**config.mk**
```make
export PLATFORM = sky130hd
export DESIGN_NAME = int8_global_avg_pool_requant
export DESIGN_NICKNAME = d
export VERILOG_FILES = /design/src/rtl/core/gapr_pkg.sv /design/src/rtl/core/gapr_ctrl.sv /design/src/rtl/core/gapr_dp.sv /design/src/rtl/core/int8_global_avg_pool_requant.sv
export SDC_FILE = /design/constraint.sdc
export NUM_CORES = 2
export LEC_CHECK = 0
export BUFFER_PORTS_ARGS = -buffer_cell sky130_fd_sc_hd__clkbuf_2
export CORE_AREA = 2 2 229 276
export CTS_BUF_LIST = sky130_fd_sc_hd__clkbuf_2
export DETAILED_ROUTE_END_ITERATION = 8
export DIE_AREA = 0 0 231 278
export GPL_TIMING_DRIVEN = 0
export PLACE_DENSITY = 0.65
export SYNTH_ARGS = -nofsm -noshare
export SYNTH_HDL_FRONTEND = slang
export SYNTH_HIERARCHICAL = 1
export SYNTH_SLANG_ARGS = --single-unit
```
**constraint.sdc**
```tcl
create_clock -name clk -period 9.6 [get_ports clk]
set_clock_uncertainty 0.1 [all_clocks]
set_input_delay 2.4 -clock clk [delete_from_list [all_inputs] [get_ports clk]]
set_output_delay 2.4 -clock clk [all_outputs]
set_load 0.03 [all_outputs]
```
**src/rtl/core/gapr_pkg.sv**
```systemverilog
`default_nettype none

package gapr_pkg;

    // Fixed widths of the ports.
    localparam int SAMPLE_W      = 8;
    localparam int AVERAGE_W     = 8;
    localparam int PIXEL_COUNT_W = 13;
    localparam int MULT_W        = 31;
    localparam int CFG_INDEX_W   = 2;
    localparam int CFG_DATA_W    = 31;

    // Q7.24 requantization.
    localparam int FRAC_BITS = 24;

    // Saturation limits of the result.
    localparam int AVG_MAX = 127;
    localparam int AVG_MIN = -128;

    localparam int MAX_PIXELS_DEF = 4096;

    // Configuration register indexes.
    localparam logic [CFG_INDEX_W-1:0] CFG_PIXEL_COUNT    = 2'd0;
    localparam logic [CFG_INDEX_W-1:0] CFG_DIVIDE_MODE    = 2'd1;
    localparam logic [CFG_INDEX_W-1:0] CFG_SCALE_MULTIPLR = 2'd2;

    // Register values after reset.
    localparam logic [PIXEL_COUNT_W-1:0] PIXEL_COUNT_RST = 13'd1;
    localparam logic                     DIVIDE_MODE_RST = 1'b1;
    localparam logic [MULT_W-1:0]        MULT_RST        = 31'd16777216;

    // Commands from the controller to the datapath.
    typedef struct packed {
        logic accept;    // a sample transaction completes this cycle
        logic mul;       // form the requantization product
        logic div_step;  // one restoring division step
        logic load_out;  // saturate and load the output register
    } cmd_t;

    // Status from the datapath to the controller.
    typedef struct packed {
        logic last;         // the next sample completes the plane
        logic divide_mode;  // divide mode selected
    } status_t;

endpackage

`default_nettype wire

```
**src/rtl/core/gapr_ctrl.sv**
```systemverilog
`default_nettype none

module gapr_ctrl #(
    parameter int DIV_STEPS = 21
) (
    input  wire logic            clk,
    input  wire logic            rst_n,
    input  wire logic            sample_valid,
    output logic                 sample_ready,
    output logic                 average_valid,
    input  wire logic            average_ready,
    input  wire gapr_pkg::status_t status,
    output gapr_pkg::cmd_t       cmd
);

    localparam int STEP_W = $clog2(DIV_STEPS + 1);

    typedef enum logic [1:0] {
        S_ACC,
        S_MUL,
        S_DIV,
        S_FIN
    } state_t;

    state_t              state_reg;
    logic [STEP_W-1:0]   step_reg;
    logic                out_valid_reg;
    logic                accept;

    // The final sample of a plane waits until the previous average is gone.
    assign sample_ready  = (state_reg == S_ACC) && !(status.last && out_valid_reg);
    assign accept        = sample_valid && sample_ready;
    assign average_valid = out_valid_reg;

    always_comb
    begin
        cmd          = '0;
        cmd.accept   = accept;
        cmd.mul      = (state_reg == S_MUL);
        cmd.div_step = (state_reg == S_DIV);
        cmd.load_out = (state_reg == S_FIN);
    end

    always_ff @(posedge clk or negedge rst_n)
    begin
        if (!rst_n)
        begin
            state_reg     <= S_ACC;
            step_reg      <= '0;
            out_valid_reg <= 1'b0;
        end
        else
        begin
            if (average_valid && average_ready)
            begin
                out_valid_reg <= 1'b0;
            end
            unique case (state_reg)
                S_ACC:
                begin
                    if (accept && status.last)
                    begin
                        step_reg  <= '0;
                        state_reg <= status.divide_mode ? S_DIV : S_MUL;
                    end
                end
                S_MUL:
                begin
                    state_reg <= S_FIN;
                end
                S_DIV:
                begin
                    if (step_reg == STEP_W'(DIV_STEPS - 1))
                    begin
                        state_reg <= S_FIN;
                    end
                    step_reg <= step_reg + STEP_W'(1);
                end
                S_FIN:
                begin
                    out_valid_reg <= 1'b1;
                    state_reg     <= S_ACC;
                end
                default:
                begin
                    state_reg <= S_ACC;
                end
            endcase
        end
    end

endmodule

`default_nettype wire

```
**src/rtl/core/gapr_dp.sv**
```systemverilog
`default_nettype none

module gapr_dp #(
    parameter int MAX_PIXELS = gapr_pkg::MAX_PIXELS_DEF,
    parameter int SUM_W      = 21,
    parameter int CNT_W      = 13,
    parameter int DIVD_W     = 21
) (
    input  wire logic                                    clk,
    input  wire logic                                    rst_n,
    input  wire logic                                    cfg_we,
    input  wire logic [gapr_pkg::CFG_INDEX_W-1:0]        cfg_index,
    input  wire logic [gapr_pkg::CFG_DATA_W-1:0]         cfg_data,
    input  wire logic signed [gapr_pkg::SAMPLE_W-1:0]    sample,
    output logic signed [gapr_pkg::AVERAGE_W-1:0]        average,
    input  wire gapr_pkg::cmd_t                          cmd,
    output gapr_pkg::status_t                            status
);

    localparam int MAG_W  = SUM_W - 1;
    localparam int PROD_W = MAG_W + gapr_pkg::MULT_W;
    localparam int RND_W  = PROD_W + 1 - gapr_pkg::FRAC_BITS;
    localparam int SW     = gapr_pkg::SAMPLE_W;
    localparam int AW     = gapr_pkg::AVERAGE_W;

    // Configuration registers.
    logic [gapr_pkg::PIXEL_COUNT_W-1:0] pixel_count_reg;
    logic                               divide_mode_reg;
    logic [gapr_pkg::MULT_W-1:0]        mult_reg;

    // Plane accumulation.
    logic signed [SUM_W-1:0] sum_reg;
    logic signed [SUM_W-1:0] sum_next;
    logic [CNT_W-1:0]        seen_reg;
    logic [CNT_W-1:0]        n_eff;

    // Per-plane result computation.
    logic                neg_reg;
    logic [MAG_W-1:0]    mag_reg;
    logic [MAG_W-1:0]    mag_next;
    logic [PROD_W-1:0]   prod_reg;
    logic [CNT_W-1:0]    div_reg;
    logic [DIVD_W-1:0]   quo_reg;
    logic [CNT_W-1:0]    rem_reg;
    logic [CNT_W:0]      trial;
    logic                trial_ge;
    logic [PROD_W:0]     rnd_sum;
    logic [RND_W-1:0]    q_sel;
    logic                ge_min;
    logic                ge_max;
    logic [AW-1:0]       avg_next;
    logic signed [AW-1:0] avg_reg;

    // A count of zero acts as one, a count above the maximum as the maximum.
    always_comb
    begin
        if (pixel_count_reg == '0)
        begin
            n_eff = CNT_W'(1);
        end
        else if (32'(pixel_count_reg) > 32'(MAX_PIXELS))
        begin
            n_eff = CNT_W'(MAX_PIXELS);
        end
        else
        begin
            n_eff = CNT_W'(pixel_count_reg);
        end
    end

    assign status.last        = ({1'b0, seen_reg} + (CNT_W + 1)'(1)) >= {1'b0, n_eff};
    assign status.divide_mode = divide_mode_reg;

    assign sum_next = sum_reg + {{(SUM_W - SW){sample[SW-1]}}, sample};
    assign mag_next = sum_next[SUM_W-1] ? MAG_W'(-sum_next) : MAG_W'(sum_next);

    // Restoring division, one quotient bit per step.
    assign trial    = {rem_reg, quo_reg[DIVD_W-1]};
    assign trial_ge = trial >= {1'b0, div_reg};

    // Multiply mode rounds half up on the magnitude, then drops the fraction.
    assign rnd_sum = {1'b0, prod_reg}
                   + ((PROD_W + 1)'(1) << (gapr_pkg::FRAC_BITS - 1));
    assign q_sel   = divide_mode_reg ? RND_W'(quo_reg)
                                     : rnd_sum[PROD_W:gapr_pkg::FRAC_BITS];

    assign ge_min = q_sel >= RND_W'(-gapr_pkg::AVG_MIN);
    assign ge_max = q_sel >= RND_W'(gapr_pkg::AVG_MAX);

    always_comb
    begin
        if (neg_reg)
        begin
            avg_next = ge_min ? AW'(gapr_pkg::AVG_MIN) : AW'(-q_sel[AW-1:0]);
        end
        else
        begin
            avg_next = ge_max ? AW'(gapr_pkg::AVG_MAX) : q_sel[AW-1:0];
        end
    end

    assign average = avg_reg;

    always_ff @(posedge clk or negedge rst_n)
    begin
        if (!rst_n)
        begin
            pixel_count_reg <= gapr_pkg::PIXEL_COUNT_RST;
            divide_mode_reg <= gapr_pkg::DIVIDE_MODE_RST;
            mult_reg        <= gapr_pkg::MULT_RST;
            sum_reg         <= '0;
            seen_reg        <= '0;
        end
        else
        begin
            if (cfg_we)
            begin
                unique case (cfg_index)
                    gapr_pkg::CFG_PIXEL_COUNT:
                    begin
                        pixel_count_reg <= cfg_data[gapr_pkg::PIXEL_COUNT_W-1:0];
                    end
                    gapr_pkg::CFG_DIVIDE_MODE:
                    begin
                        divide_mode_reg <= cfg_data[0];
                    end
                    gapr_pkg::CFG_SCALE_MULTIPLR:
                    begin
                        mult_reg <= cfg_data[gapr_pkg::MULT_W-1:0];
                    end
                    default:
                    begin
                        pixel_count_reg <= pixel_count_reg;
                    end
                endcase
            end
            if (cmd.accept)
            begin
                if (status.last)
                begin
                    sum_reg  <= '0;
                    seen_reg <= '0;
                end
                else
                begin
                    sum_reg  <= sum_next;
                    seen_reg <= seen_reg + CNT_W'(1);
                end
            end
        end
    end

    // Payload registers of the result path.
    always_ff @(posedge clk)
    begin
        if (cmd.accept && status.last)
        begin
            neg_reg <= sum_next[SUM_W-1];
            mag_reg <= mag_next;
            div_reg <= n_eff;
            quo_reg <= DIVD_W'(mag_next) + DIVD_W'(n_eff >> 1);
            rem_reg <= '0;
        end
        if (cmd.mul)
        begin
            prod_reg <= PROD_W'(mag_reg) * PROD_W'(mult_reg);
        end
        if (cmd.div_step)
        begin
            rem_reg <= trial_ge ? CNT_W'(trial - {1'b0, div_reg}) : CNT_W'(trial);
            quo_reg <= {quo_reg[DIVD_W-2:0], trial_ge};
        end
        if (cmd.load_out)
        begin
            avg_reg <= avg_next;
        end
    end

endmodule

`default_nettype wire

```
**src/rtl/core/int8_global_avg_pool_requant.sv**
```systemverilog
// Channel   Direction  Signals                              Content
// sample    in         sample_valid, sample_ready, sample   one int8 pixel of a plane
// average   out        average_valid, average_ready, average one int8 average per plane
// config    in         cfg_we, cfg_index, cfg_data          register write, no wait
//
// A sample that does not end its plane is taken while the block accumulates. The sample
// that ends a plane starts the result: in multiply mode the product, then rounding and
// saturation; in divide mode the restoring divider, which retires one quotient bit per
// cycle, then saturation; no sample is taken until the result is loaded.
// Reset is asynchronous and active low; it clears the sum, count and output valid.
// The last sample of a plane is held while the previous average still waits.
`default_nettype none

module int8_global_avg_pool_requant #(
    parameter int MAX_PIXELS = gapr_pkg::MAX_PIXELS_DEF
) (
    input  wire logic                                 clk,
    input  wire logic                                 rst_n,
    input  wire logic                                 cfg_we,
    input  wire logic [gapr_pkg::CFG_INDEX_W-1:0]     cfg_index,
    input  wire logic [gapr_pkg::CFG_DATA_W-1:0]      cfg_data,
    input  wire logic                                 sample_valid,
    output logic                                      sample_ready,
    input  wire logic signed [gapr_pkg::SAMPLE_W-1:0] sample,
    output logic                                      average_valid,
    input  wire logic                                 average_ready,
    output logic signed [gapr_pkg::AVERAGE_W-1:0]     average
);

    // The sum of a full plane of int8 samples is held in log2 of the plane size
    // plus nine bits, signed. The divider takes the magnitude plus the
    // rounding half, one bit wider than the magnitude.
    localparam int SUM_W  = $clog2(MAX_PIXELS) + 9;
    localparam int CNT_W  = $clog2(MAX_PIXELS + 1);
    localparam int DIVD_W = SUM_W;

    gapr_pkg::cmd_t    cmd;
    gapr_pkg::status_t status;

    // The controller sequences accumulation, the multiply or divide, and
    // the output handshake.
    gapr_ctrl #(
        .DIV_STEPS (DIVD_W)
    ) u_ctrl (
        .clk           (clk),
        .rst_n         (rst_n),
        .sample_valid  (sample_valid),
        .sample_ready  (sample_ready),
        .average_valid (average_valid),
        .average_ready (average_ready),
        .status        (status),
        .cmd           (cmd)
    );

    // The datapath holds the registers, the running sum, the divider, the
    // multiplier and the output register.
    gapr_dp #(
        .MAX_PIXELS (MAX_PIXELS),
        .SUM_W      (SUM_W),
        .CNT_W      (CNT_W),
        .DIVD_W     (DIVD_W)
    ) u_dp (
        .clk       (clk),
        .rst_n     (rst_n),
        .cfg_we    (cfg_we),
        .cfg_index (cfg_index),
        .cfg_data  (cfg_data),
        .sample    (sample),
        .average   (average),
        .cmd       (cmd),
        .status    (status)
    );

endmodule

`default_nettype wire
```
==> impl_metrics.env <==
export IMPL_syn_cell_area_mm2=0.0305
export IMPL_syn_nets=4029
export IMPL_yosys_top_cells_area="fa_1 34%, edfxtp_1 10%, ha_1 9.4%"
export IMPL_overflow=0
export IMPL_rsz0062_at_grt="no"
export IMPL_finalHoldViolations=0
export IMPL_design_portCount=56
export IMPL_fin_util_pct=52.3
export IMPL_hold_class="reg -> reg"
export IMPL_fin_nets=4106
export IMPL_fin_crit_sh_pct=96.0
export IMPL_synthArstFlopShare_pct=45.5
export IMPL_syn_avg_cell_area_um2=9.44
export IMPL_hold_depth=1
export IMPL_maxSlewViolCount=0
export IMPL_antenna_found_initial=4
export IMPL_ant_nets=0
export IMPL_cp_arrival_ns=9.77
export IMPL_hold_start="u_dp/sum_reg[12]$_DFFE_PN0P_"
export IMPL_worstSkewPairLatency_ns=0.93
export IMPL_grt_pass1_vias=23600
export IMPL_crit_path_end="u_dp/prod_reg[50]$_DFFE_PP_"
export IMPL_reg2reg_depth=22
export IMPL_cts_tree="done"
export IMPL_syn_inst=3234
export IMPL_cts_setup_buffers=0
export IMPL_slew_headroom_pct=16.6
export IMPL_vias=22800
export IMPL_synthFlopType="edfxtp_1"
export IMPL_timing_final_crit_period_ns=9.22
export IMPL_cap_violations=0
export IMPL_chipWidth_um=231
export IMPL_gp_congestion=0.961
export IMPL_status="finished, final reports clean"
export IMPL_stdcell_area_mm2=0.0322
export IMPL_path_max_fanout=10
export IMPL_grt_total_usage_pct=28.0
export IMPL_clock_sinks=191
export IMPL_hpwlAfterDp_um=70000
export IMPL_rows=100
export IMPL_setup_violations=0
export IMPL_worstSetupStartpoint="u_dp/mult_reg[12]$_DFFE_PN0P_"
export IMPL_rr_startpoint="u_dp/mult_reg[12]$_DFFE_PN0P_"
export IMPL_path_class="reg -> reg"
export IMPL_timing_setup_tns_ns=0
export IMPL_drtIter0Drc=1677
export IMPL_core_area_mm2=0.0616
export IMPL_via_per_inst=5.49
export IMPL_synthToLayoutAreaGrowth_pct=5.57
export IMPL_critPathLaunchType="flop"
export IMPL_cp_end_kind="flop"
export IMPL_max_freq_mhz=108
export IMPL_port_buffers=55
export IMPL_finalWirelength_um=86600
export IMPL_clk_pin_slew_ns=0.43
export IMPL_initial_core_util_pct=49.6
export IMPL_dieArea_mm2=0.0642
export IMPL_drc=0
export IMPL_yosys_area_top_type="fa_1"
export IMPL_wl_per_cell_um=20.9
export IMPL_placed_area_mm2=0.0319
export IMPL_yosysSeqAreaShare_pct=17.4
export IMPL_ys_warn_count=6
export IMPL_synth_edf_count=104
export IMPL_htree_levels=4
export IMPL_grt_max_degree=46
export IMPL_dr_pass1_iters=6
export IMPL_worstMarginPinSlew_ns=1.25
export IMPL_synth_top_area_share_pct=34.1
export IMPL_die_h_um=278
export IMPL_required_ns=10.15
export IMPL_cts_inserted_buffers=17
export IMPL_r2r_slack_ns=0.38
export IMPL_ys_types=78
export IMPL_synth_seq_cells=191
export IMPL_largest_reg_flops=31
export IMPL_cts_root_buffer="clkbuf_2"
export IMPL_grt_pass1_wl_um=135000
export IMPL_clockBufferDepth=2
export IMPL_drive_gt1_share_pct=5.08
export IMPL_r2r_end="u_dp/prod_reg[50]$_DFFE_PP_"
routing by layer:
metal / track usage [%] / up-vias / wire (um)
li1: - / 10300 / -
met1: 35.4 / 11500 / 33900
met4: 13.7 / 0 / 5330
met3: 3.66 / 226 / 5390
met5: 0 / - / 0
met2: 47.3 / 775 / 42000
worst min path at each step:
stage / end / slack (ns)
after floorplan: u_dp/sum_reg[0]$_DFFE_PN0P_ / 0.36
after global placement: u_dp/sum_reg[9]$_DFFE_PN0P_ / 0.37
after detailed placement: u_dp/sum_reg[5]$_DFFE_PN0P_ / 0.38
after CTS: u_dp/sum_reg[0]$_DFFE_PN0P_ / 0.44
after global routing: u_dp/sum_reg[15]$_DFFE_PN0P_ / 0.45
final: u_dp/sum_reg[12]$_DFFE_PN0P_ / 0.44
cells in the mapped netlist, types with 11 or more instances:
cell,instances
clkbuf_1,152
fa_1,520
inv_1,611
nand2_1,436
xor2_1,41
mux2i_1,18
a211oi_1,17
nand3_1,31
and2_1,313
a21o_1,42
ha_1,229
o31ai_1,11
nand4_1,19
edfxtp_1,104
dfrtp_1,84
o2bb2ai_1,29
o21ai_0,74
o21bai_1,11
nor3_1,25
xnor2_1,59
a21oi_1,62
nor2_1,77
nor4_1,12
and3_1,22
mux2_2,47
placed cells by master, fill, tap and decap left out, types with 41 or more instances in the layout:
cell type    n
mux2_2      47
nand2_1    436
dfrtp_1     84
ha_1       229
xor2_1      41
nor2_1      76
o21ai_0     73
clkbuf_2    71
and2_1     313
xnor2_1     59
edfxtp_1   104
inv_1      611
fa_1       520
a21o_1      42
clkbuf_1   152
a21oi_1     62
critical path: stages, from the launching register on:
cell	delay [ns]
dfrtp_1	0.46
clkbuf_1	0.80
and2_1	0.26
fa_1	0.44
fa_1	0.51
inv_1	0.05
fa_1	0.52
inv_1	0.05
fa_1	0.52
fa_1	0.44
fa_1	0.52
fa_1	0.49
ha_1	0.31
a21o_1	0.16
a211oi_1	0.43
o211ai_1	0.49
a211oi_2	0.74
a211oi_1	0.24
o21ai_0	0.29
a211oi_1	0.16
o31ai_1	0.58
mux2i_1	0.25
nand3_1	0.11
stage by stage:
step | cells | hold slack, ns | worst slack [ns]
6_report | 4142 | 0.439 | 0.383
3_5_place_dp | 4108 | 0.381 | 0.198
3_3_place_gp | 4105 | 0.373 | 0.202
4_1_cts | 4140 | 0.440 | 0.151
2_1_floorplan | 3234 | 0.359 | 1.98
5_1_grt | 4141 | 0.450 | 0.123
final cells by class:
cell class                      instances  area, um2
Fill cell                            5840      29300
Multi-Input combinational cell       2266      22300
Sequential cell                       191       5300
Inverter                              614       2300
Tap cell                              816       1020
Buffer                                163        624
Timing Repair Buffer                   58        345
Clock inverter                         15        215
Clock buffer                           17       85.1
Antenna cell                            2       5.00
timing repair:
item | 4_1_cts | 5_1_grt
endpoints found under the setup margin | 0 | 4
gates resized for setup | 0 | 1
hold buffers | 0 | 0
kinds of logic after synthesis:
logic type	Yosys count	share of synthesized area, %
buf+inv	777	9.60
compound gates	351	7.97
flops	191	17.4
xor+xnor	100	2.87
simple gates	1001	16.4
fa+ha+maj	749	43.5
mux	65	2.32
Power is not shown: default switching activity piles up to over one toggle a cycle in this logic, so the estimate is an artifact.
